==> src/sv/i2cbe_pkg.sv <==
// Package for the I2C master bit engine: command codes, sequencer state and
// result types shared by the sequencer step and the top level.
// No dependencies.
package i2cbe_pkg;

  localparam int unsigned TIMEOUT_RESET = 5;
  localparam int unsigned BITS_PER_BYTE = 8;
  localparam int unsigned LAST_PHASE    = 8;
  localparam int unsigned PHASE_W       = 4;
  localparam int unsigned BITCNT_W      = 4;
  localparam int unsigned IN_TDATA_W    = 16;
  localparam int unsigned OUT_TDATA_W   = 16;
  localparam int unsigned CFG_ADDR_W    = 3;
  localparam int unsigned CFG_DATA_W    = 32;

  typedef enum logic [2:0] {
    CMD_NONE  = 3'd0,
    CMD_START = 3'd1,
    CMD_STOP  = 3'd2,
    CMD_WRITE = 3'd3,
    CMD_READ  = 3'd4
  } cmd_t;

  // Register index of ack_timeout on the configuration port.
  localparam logic REG_ACK_TIMEOUT = 1'b0;

  typedef struct packed {
    logic [PHASE_W-1:0]  phase;
    logic [BITCNT_W-1:0] bit_count;
    logic [7:0]          shift_byte;
    cmd_t                active;
    logic                nack_choice;
    logic [7:0]          polls_left;
    logic                scl;
    logic                sda_drive;
    logic                sda_level;
    logic                error;
  } seq_state_t;

  typedef struct packed {
    logic       ack_error;
    logic [7:0] read_data;
    logic       done;
    logic       busy;
    logic       sda_level;
    logic       sda_drive;
    logic       scl_level;
  } result_t;

endpackage

==> src/sv/i2c_master_bit_engine_unit.sv <==
// Top level of the I2C master bit engine: stream ports, configuration
// register, sequencer state register and output register.
// Depends on i2cbe_pkg and i2cbe_seq.

// Each input word is one prescaler tick carrying the sampled SDA level and an
// optional command (start, stop, write byte, read byte with ACK or NACK). The
// engine answers every tick with exactly one output word giving the SCL level,
// the SDA drive enable and level, busy, a done pulse, the shift register
// contents (the received byte on the done word of a read) and the ack-error
// flag. One word is accepted per clock cycle unless the output stalls: the
// sequencer step is a single short pass of logic from the state register to
// the next state. The result is written into the output register at the edge
// that accepts the word and is offered on the output from the next cycle on.
// The output register takes the next word in the same cycle that its current
// word leaves, so the input only stalls when the output register is full and
// the downstream side is not taking it. Commands given while busy, and unknown
// command codes, are ignored. ack_timeout (register 0, byte address 0,
// reset value 5) sets how many ticks the engine polls for the slave ACK after a
// write; zero counts as one poll. On a timeout the engine runs a stop sequence
// and reports the error together with done at the end of that stop. Write the
// register only while the engine is idle.
module i2c_master_bit_engine_unit (
  input  logic                               clk,
  input  logic                               rst_n,
  // in_tdata: write_data[7:0], send_nack[8], sda_in[9], zero fill [15:10]
  input  logic [i2cbe_pkg::IN_TDATA_W-1:0]   in_tdata,
  // in_tuser: command[2:0]
  input  logic [2:0]                         in_tuser,
  input  logic                               in_tvalid,
  output logic                               in_tready,
  // out_tdata: scl_level[0], sda_drive[1], sda_level[2], busy_res[3],
  // done_res[4], read_data[12:5], ack_error[13], zero fill [15:14]
  output logic [i2cbe_pkg::OUT_TDATA_W-1:0]  out_tdata,
  output logic                               out_tvalid,
  input  logic                               out_tready,
  input  logic                               cfg_psel,
  input  logic                               cfg_penable,
  input  logic                               cfg_pwrite,
  input  logic [i2cbe_pkg::CFG_ADDR_W-1:0]   cfg_paddr,
  input  logic [i2cbe_pkg::CFG_DATA_W-1:0]   cfg_pwdata,
  output logic [i2cbe_pkg::CFG_DATA_W-1:0]   cfg_prdata,
  output logic                               cfg_pready
);

  localparam int unsigned PadW = i2cbe_pkg::OUT_TDATA_W - $bits(i2cbe_pkg::result_t);

  i2cbe_pkg::seq_state_t state_r;
  i2cbe_pkg::seq_state_t state_nxt;
  i2cbe_pkg::result_t    result;
  logic [7:0]            ack_timeout_r;
  logic [i2cbe_pkg::OUT_TDATA_W-1:0] out_tdata_r;
  logic                  out_valid_r;
  logic                  in_fire;
  logic                  cfg_write;

  // APB: every access completes without wait states. The register index is
  // paddr[2]; only index 0 exists.
  assign cfg_pready = 1'b1;
  assign cfg_write  = cfg_psel & cfg_penable & cfg_pwrite & cfg_pready;
  assign cfg_prdata = (cfg_paddr[2] == i2cbe_pkg::REG_ACK_TIMEOUT)
                      ? {{(i2cbe_pkg::CFG_DATA_W-8){1'b0}}, ack_timeout_r}
                      : '0;

  always_ff @(posedge clk) begin
    if (!rst_n) begin
      ack_timeout_r <= 8'(i2cbe_pkg::TIMEOUT_RESET);
    end else if (cfg_write && cfg_paddr[2] == i2cbe_pkg::REG_ACK_TIMEOUT) begin
      ack_timeout_r <= cfg_pwdata[7:0];
    end
  end

  // The input side is open whenever the output register is empty or is being
  // emptied in this cycle.
  assign in_tready = !out_valid_r || out_tready;
  assign in_fire   = in_tvalid && in_tready;

  i2cbe_seq u_seq (
    .state_cur   (state_r),
    .command     (in_tuser),
    .write_data  (in_tdata[7:0]),
    .send_nack   (in_tdata[8]),
    .sda_in      (in_tdata[9]),
    .ack_timeout (ack_timeout_r),
    .state_nxt   (state_nxt),
    .result      (result)
  );

  // Sequencer state only moves on an accepted tick.
  always_ff @(posedge clk) begin
    if (!rst_n) begin
      state_r.phase       <= '0;
      state_r.bit_count   <= '0;
      state_r.shift_byte  <= '0;
      state_r.active      <= i2cbe_pkg::CMD_NONE;
      state_r.nack_choice <= 1'b0;
      state_r.polls_left  <= '0;
      state_r.scl         <= 1'b1;
      state_r.sda_drive   <= 1'b1;
      state_r.sda_level   <= 1'b1;
      state_r.error       <= 1'b0;
    end else if (in_fire) begin
      state_r <= state_nxt;
    end
  end

  always_ff @(posedge clk) begin
    if (!rst_n) begin
      out_valid_r <= 1'b0;
    end else if (in_fire) begin
      out_valid_r <= 1'b1;
    end else if (out_tready) begin
      out_valid_r <= 1'b0;
    end
  end

  always_ff @(posedge clk) begin
    if (in_fire) begin
      out_tdata_r <= {{PadW{1'b0}}, result};
    end
  end

  assign out_tvalid = out_valid_r;
  assign out_tdata  = out_tdata_r;

  // The phase counter never runs past the last read phase.
  a_phase_range: assert property (@(posedge clk) disable iff (!rst_n)
    state_r.phase <= i2cbe_pkg::PHASE_W'(i2cbe_pkg::LAST_PHASE))
    else $error("phase counter out of range");

  // An idle sequencer always rests at phase zero.
  a_idle_phase: assert property (@(posedge clk) disable iff (!rst_n)
    state_r.active == i2cbe_pkg::CMD_NONE |-> state_r.phase == '0)
    else $error("idle sequencer with nonzero phase");

  // Bit counter stays within one byte.
  a_bit_range: assert property (@(posedge clk) disable iff (!rst_n)
    state_r.bit_count <= i2cbe_pkg::BITCNT_W'(i2cbe_pkg::BITS_PER_BYTE))
    else $error("bit counter out of range");

  // While polling for the ACK there is always at least one poll left.
  a_polls_left: assert property (@(posedge clk) disable iff (!rst_n)
    state_r.active == i2cbe_pkg::CMD_WRITE && state_r.phase == 4'd7
    |-> state_r.polls_left != 8'd0)
    else $error("ACK polling with no polls left");

  // A write accepted while idle clears the error flag on its first tick.
  a_write_clears_error: assert property (@(posedge clk) disable iff (!rst_n)
    in_fire && state_r.active == i2cbe_pkg::CMD_NONE &&
    in_tuser == i2cbe_pkg::CMD_WRITE |=> !state_r.error)
    else $error("error flag not cleared by a new write");

  // A done word never reports busy.
  a_done_not_busy: assert property (@(posedge clk) disable iff (!rst_n)
    in_fire && result.done |=> !out_tdata_r[3])
    else $error("done reported together with busy");

endmodule

==> src/sv/i2cbe_seq.sv <==
// One phase step of the I2C master pin sequencer: takes the current state and
// one tick's inputs and gives the next state and the tick's result.
// Depends on i2cbe_pkg.
module i2cbe_seq (
  input  i2cbe_pkg::seq_state_t state_cur,
  input  logic [2:0]            command,
  input  logic [7:0]            write_data,
  input  logic                  send_nack,
  input  logic                  sda_in,
  input  logic [7:0]            ack_timeout,
  output i2cbe_pkg::seq_state_t state_nxt,
  output i2cbe_pkg::result_t    result
);

  i2cbe_pkg::seq_state_t s;
  logic                  done;
  logic [i2cbe_pkg::BITCNT_W-1:0] cnt_inc;
  logic [7:0]            polls_dec;

  always_comb begin
    s    = state_cur;
    done = 1'b0;

    // A new command is taken only when the sequencer is idle.
    if (state_cur.active == i2cbe_pkg::CMD_NONE &&
        (command == i2cbe_pkg::CMD_START || command == i2cbe_pkg::CMD_STOP ||
         command == i2cbe_pkg::CMD_WRITE || command == i2cbe_pkg::CMD_READ)) begin
      s.active    = i2cbe_pkg::cmd_t'(command);
      s.phase     = '0;
      s.bit_count = '0;
      if (command == i2cbe_pkg::CMD_WRITE) begin
        s.shift_byte = write_data;
        s.error      = 1'b0;
      end else if (command == i2cbe_pkg::CMD_READ) begin
        s.shift_byte  = '0;
        s.nack_choice = send_nack;
      end
    end

    cnt_inc   = s.bit_count + 1'b1;
    polls_dec = s.polls_left - 8'd1;

    unique case (s.active)
      i2cbe_pkg::CMD_NONE: begin
      end
      i2cbe_pkg::CMD_START: begin
        unique case (s.phase)
          4'd0: begin s.sda_drive = 1'b1; s.sda_level = 1'b1; s.phase = 4'd1; end
          4'd1: begin s.scl = 1'b1; s.phase = 4'd2; end
          4'd2: begin s.sda_level = 1'b0; s.phase = 4'd3; end
          4'd3: begin
            s.scl = 1'b0; s.active = i2cbe_pkg::CMD_NONE; s.phase = '0; done = 1'b1;
          end
          default: begin s.active = i2cbe_pkg::CMD_NONE; s.phase = '0; end
        endcase
      end
      i2cbe_pkg::CMD_STOP: begin
        unique case (s.phase)
          4'd0: begin s.scl = 1'b0; s.phase = 4'd1; end
          4'd1: begin s.sda_drive = 1'b1; s.sda_level = 1'b0; s.phase = 4'd2; end
          4'd2: begin s.scl = 1'b1; s.phase = 4'd3; end
          4'd3: begin
            s.sda_level = 1'b1; s.active = i2cbe_pkg::CMD_NONE; s.phase = '0; done = 1'b1;
          end
          default: begin s.active = i2cbe_pkg::CMD_NONE; s.phase = '0; end
        endcase
      end
      i2cbe_pkg::CMD_WRITE: begin
        unique case (s.phase)
          4'd0: begin s.scl = 1'b0; s.phase = 4'd1; end
          4'd1: begin
            s.sda_drive = 1'b1; s.sda_level = s.shift_byte[7]; s.phase = 4'd2;
          end
          4'd2: begin s.shift_byte = {s.shift_byte[6:0], 1'b0}; s.phase = 4'd3; end
          4'd3: begin
            s.scl       = 1'b1;
            s.bit_count = cnt_inc;
            s.phase     = (cnt_inc >= i2cbe_pkg::BITCNT_W'(i2cbe_pkg::BITS_PER_BYTE))
                          ? 4'd4 : 4'd0;
          end
          4'd4: begin s.scl = 1'b0; s.phase = 4'd5; end
          4'd5: begin s.sda_drive = 1'b0; s.phase = 4'd6; end
          4'd6: begin
            s.scl        = 1'b1;
            s.polls_left = (ack_timeout == 8'd0) ? 8'd1 : ack_timeout;
            s.phase      = 4'd7;
          end
          4'd7: begin
            if (!sda_in) begin
              // Slave pulled SDA low: acknowledged.
              s.scl = 1'b0; s.sda_drive = 1'b1;
              s.active = i2cbe_pkg::CMD_NONE; s.phase = '0; done = 1'b1;
            end else begin
              s.polls_left = polls_dec;
              if (polls_dec == 8'd0) begin
                // Timed out: flag it and release the bus with a stop.
                s.sda_drive = 1'b1;
                s.error     = 1'b1;
                s.active    = i2cbe_pkg::CMD_STOP;
                s.phase     = '0;
              end
            end
          end
          default: begin s.active = i2cbe_pkg::CMD_NONE; s.phase = '0; end
        endcase
      end
      i2cbe_pkg::CMD_READ: begin
        unique case (s.phase)
          4'd0: begin s.sda_drive = 1'b0; s.scl = 1'b0; s.phase = 4'd1; end
          4'd1: begin s.phase = 4'd2; end
          4'd2: begin s.scl = 1'b1; s.phase = 4'd3; end
          4'd3: begin
            s.shift_byte = {s.shift_byte[6:0], sda_in};
            s.bit_count  = cnt_inc;
            s.phase      = (cnt_inc >= i2cbe_pkg::BITCNT_W'(i2cbe_pkg::BITS_PER_BYTE))
                           ? 4'd4 : 4'd0;
          end
          4'd4: begin s.scl = 1'b0; s.phase = 4'd5; end
          4'd5: begin s.sda_drive = 1'b1; s.sda_level = s.nack_choice; s.phase = 4'd6; end
          4'd6: begin s.phase = 4'd7; end
          4'd7: begin s.scl = 1'b1; s.phase = 4'd8; end
          4'd8: begin
            s.scl = 1'b0; s.active = i2cbe_pkg::CMD_NONE; s.phase = '0; done = 1'b1;
          end
          default: begin s.active = i2cbe_pkg::CMD_NONE; s.phase = '0; end
        endcase
      end
      default: begin s.active = i2cbe_pkg::CMD_NONE; s.phase = '0; end
    endcase

    state_nxt        = s;
    result.scl_level = s.scl;
    result.sda_drive = s.sda_drive;
    result.sda_level = s.sda_level;
    result.busy      = (s.active != i2cbe_pkg::CMD_NONE);
    result.done      = done;
    result.read_data = s.shift_byte;
    result.ack_error = s.error;
  end

endmodule

==> config.mk <==
export PLATFORM = sky130hd
export DESIGN_NAME = i2c_master_bit_engine_unit
export DESIGN_NICKNAME = d
export VERILOG_FILES = /design/src/sv/i2cbe_pkg.sv /design/src/sv/i2c_master_bit_engine_unit.sv /design/src/sv/i2cbe_seq.sv
export SDC_FILE = /design/constraint.sdc
export NUM_CORES = 1
export LEC_CHECK = 0
export BUFFER_PORTS_ARGS = -buffer_cell sky130_fd_sc_hd__buf_2
export CAP_MARGIN = 20
export CORE_MARGIN = 2
export CORE_UTILIZATION = 55
export DETAILED_ROUTE_END_ITERATION = 16
export PLACE_DENSITY = 0.88
export SLEW_MARGIN = 5
export SYNTH_ARGS = -nofsm -noshare
export SYNTH_HDL_FRONTEND = slang
export SYNTH_HIERARCHICAL = 1
export SYNTH_SLANG_ARGS = --single-unit
==> constraint.sdc <==
create_clock -name clk -period 6.5 [get_ports clk]
set_clock_uncertainty 0.2 [all_clocks]
set_input_delay 0.65 -clock clk [delete_from_list [all_inputs] [get_ports clk]]
set_output_delay 0.65 -clock clk [all_outputs]
set_load 0.01 [all_outputs]
==> impl_metrics.json <==
{
  "seq_area_frac_synth_pct": 31.2,
  "rows": 30,
  "status": "finished, final reports clean",
  "p_sw_share_pct": 29.5,
  "root_buffer": "clkbuf_8",
  "fp.dieW_microns": 89.0,
  "synthTopCellsByCount": "nand2_1, buf_4, dfxtp_1",
  "cts_inserted_buffers": 5,
  "pin_count": 112,
  "vias": 3444,
  "track_usage_pct": 21.5,
  "synthAdderAreaFrac_pct": 0.945,
  "yosysMostFrequentCell": "nand2_1",
  "synth_xor_area_share_pct": 1.32,
  "finalWeightedCongestion": 0.978,
  "postCtsSetupRepairBufs": 0,
  "via_per_inst": 5.67,
  "p_comb_share_pct": 20.1,
  "cp.arrival_ns": 2.79,
  "max_cap_viol_count": 0,
  "setup_violations": 0,
  "switching_power_uw": 225,
  "p_seq_share_pct": 50.2,
  "diodes": 0,
  "slew_viol_final": 0,
  "regToRegSetupSlack_ns": 3.75,
  "netlist_area_sq_mm": 0.00397,
  "reg2reg_depth": 8,
  "cp_common_cell": "nand3_1",
  "r2r-start": "state_r[28]$_SDFFE_PN0P_",
  "worstSetupStartpointType": "flip-flop",
  "ys_ff_latch": 55,
  "critPathTopFamily": "simple AND/OR/NAND/NOR gates",
  "placeableCoreArea_sq_mm": 0.00691,
  "cts_hold_buf": 0,
  "path_depth": 8,
  "grt_max_degree": 77,
  "slowest_delay_ns": 0.74,
  "cts_resized": 0,
  "syn_inst": 492,
  "drt-wirelength-per-cell_microns": 14.2,
  "htreeDepth": 2,
  "synth_warnings": 6,
  "period_minus_slack_ns": 2.75,
  "dp_slack_ns": 3.56,
  "start_util_pct": 57.5,
  "async_flop_share_pct": 0,
  "leakagePower_nw": 1.68,
  "cp_slowest_cell": "dfxtp_1",
  "firstDrtPassIters": 5,
  "drt_iter0_markers": 306,
  "path_buf_inv": 0,
  "finalCritPeriodShare_pct": 42.4,
  "fin_util_pct": 59.1,
  "grt_pass1_wl_microns": 13700,
  "tightest_slew_ns": 0.732,
  "dpl_cell_area_sq_mm": 0.00398,
  "fmax_ghz": 0.363,
  "synth_edf_count": 14,
  "ant_nets": 0,
  "grt_pass1_vias": 2997,
  "grt_overflow": 0,
  "drc_errors": 0,
  "synth_top_area_cell": "dfxtp_1",
  "hold_class": "reg -> reg",
  "clock_latency_ns": 0.31,
  "avgSynthCellArea_sq_um": 8.07,
  "timing.rr.end": "state_r[30]$_SDFFE_PN0P_",
  "nets": 574,
  "clockBufferDepth": 2,
  "cp-startpoint": "state_r[28]$_SDFFE_PN0P_",
  "rsz0062_at_grt": "no",
  "cts_tree": "yes",
  "synth_top_family_by_area": "simple AND/OR/NAND/NOR gates",
  "final_area_sq_mm": 0.00408,
  "critPathRequiredTime_ns": 6.53,
  "cp_max_fo": 18,
  "synth-simple-area-share_pct": 26.5,
  "netlist_top_cells_area": "dfxtp_1, edfxtp_1, nand2_1",
  "synth_mux_area_share_pct": 10.9,
  "die_y_microns": 89.0,
  "slew_headroom_pct": 51.2,
  "die-area_sq_mm": 0.00792,
  "hpwl_microns": 6120,
  "clk_pin_slew_ns": 0.10,
  "cellPowerDensity_mw_per_mm2": 187,
  "cts_sinks": 55,
  "setup_tns_ns": 0,
  "critPathKind": "reg -> reg",
  "endpoint_kind": "flip-flop",
  "synth_compound_area_share_pct": 15.9,
  "hold_viol": 0,
  "ys.flop_type": "dfxtp_1",
  "setup_ws_ns": 3.75,
  "wl_microns": 8590,
  "internal_power_uw": 538,
  "final_cells": 607,
  "pwr-share-clk_pct": 29.6,
  "io_buffers": 52,
  "place_inst": 599,
  "path_cells": "nand3_1 -> nor2_1 -> nand3_1 -> a31oi_1 -> o21ai_0 -> a21oi_1 -> nand2_1 -> mux2i_1",
  "antenna_found_initial": 0,
  "drive_above_1_share_pct": 17.0,
  "syn2layout_area_growth_pct": 2.80,
  "synth_top_area_share_pct": 20.7,
  "crit_end": "state_r[30]$_SDFFE_PN0P_",
  "irDropWorstVdd_mv": 0.0798,
  "synthDistinctLibCells": 69
}
[worst reg2reg max path, stage by stage, from the launching register on]
cell and delay (ns):
dfxtp_1 0.74, nand3_1 0.22, nor2_1 0.28, nand3_1 0.47, a31oi_1 0.30, o21ai_0 0.10, a21oi_1 0.17, nand2_1 0.06
mux2i_1 0.14
[layer usage]
metal / up-vias / track usage [%] / wire, microns
li1: 1714 / - / -
met2: 107 / 37.7 / 4310
met4: 0 / 5.16 / 63
met1: 1617 / 28.5 / 3780
met3: 6 / 2.59 / 442
met5: - / 0 / 0
[cells in the final DEF, fill, tap and decap left out, types with 2 or more instances in the layout]
cell	n
a221o_1	3
nand2b_1	4
nor3b_1	7
nor2_1	32
nand3b_1	2
o31ai_1	4
nor2b_1	10
xor2_1	3
nand3_1	19
a31oi_1	5
o21ai_0	31
a21o_1	2
nor3_1	11
nor3_4	2
nand2_1	91
a21oi_1	21
a21oi_2	3
or3_1	4
o22ai_1	9
inv_1	10
and3b_1	2
clkbuf_8	5
o211ai_1	4
dfxtp_1	41
ha_1	3
mux2_2	10
edfxtp_1	14
conb_1	27
nor4_1	4
and2_1	3
xnor2_1	3
and4_1	2
mux2i_1	32
o221ai_1	4
buf_2	52
[sequential cells by signal (all words and copies together) (netlist names)]
register       count
ack_timeout_r      8
state_r           32
out_tvalid         1
out_tdata         14
[area by class of cell]
cell class | instances | area, sq um
inverter | 10 | 37.5
fill | 649 | 2820
multi-input combinational | 385 | 2310
tap | 96 | 120
sequential | 55 | 1240
timing repair buffer | 53 | 268
clock inverter | 3 | 38.8
clock buffer | 5 | 68.8
[worst min-delay path by stage]
| stage | from | to | slack, ns | cells after the start |
|---|---|---|---|---|
| 3_3_place_gp | state_r[12]$_SDFFE_PN0P_ | state_r[12]$_SDFFE_PN0P_ | 0.24 | 2 |
| 5_1_grt | state_r[0]$_SDFFE_PN0P_ | state_r[0]$_SDFFE_PN0P_ | 0.29 | 2 |
| 2_1_floorplan | state_r[12]$_SDFFE_PN0P_ | state_r[12]$_SDFFE_PN0P_ | 0.23 | 2 |
| 3_5_place_dp | state_r[12]$_SDFFE_PN0P_ | state_r[12]$_SDFFE_PN0P_ | 0.26 | 2 |
| 4_1_cts | state_r[12]$_SDFFE_PN0P_ | state_r[12]$_SDFFE_PN0P_ | 0.27 | 2 |
| 6_report | state_r[12]$_SDFFE_PN0P_ | state_r[12]$_SDFFE_PN0P_ | 0.26 | 2 |
[kinds of logic (layout without fill, tap and decap cells)]
logic type               count (synthesis)  in the layout
adder cells (fa/ha/maj)                  3              3
AND/OR/NAND/NOR                        207            207
multiplexers                            42             42
buffers and inverters                   77             71
flip-flops                              55             55
other                                    2             27
AO/OA/AOI/OAI                          100            100
XOR/XNOR                                 6              6
[per-stage QoR]
step | hold slack [ns] | total power [mW]
3_3_place_gp | 0.239 | 0.539
5_1_grt | 0.292 | 0.796
2_1_floorplan | 0.231 | 0.529
4_1_cts | 0.271 | 0.768
6_report | 0.263 | 0.763
3_5_place_dp | 0.255 | 0.541
[power groups by stage]
stage / sequential, mW / clock (mW) / combinational, mW
after detailed placement: 0.391 / 0 / 0.151
final: 0.383 / 0.226 / 0.154
after floorplan: 0.387 / 0 / 0.143
after global routing: 0.386 / 0.241 / 0.169
after CTS: 0.383 / 0.234 / 0.151
after global placement: 0.390 / 0 / 0.149
Power figures use the tool's default switching activity.
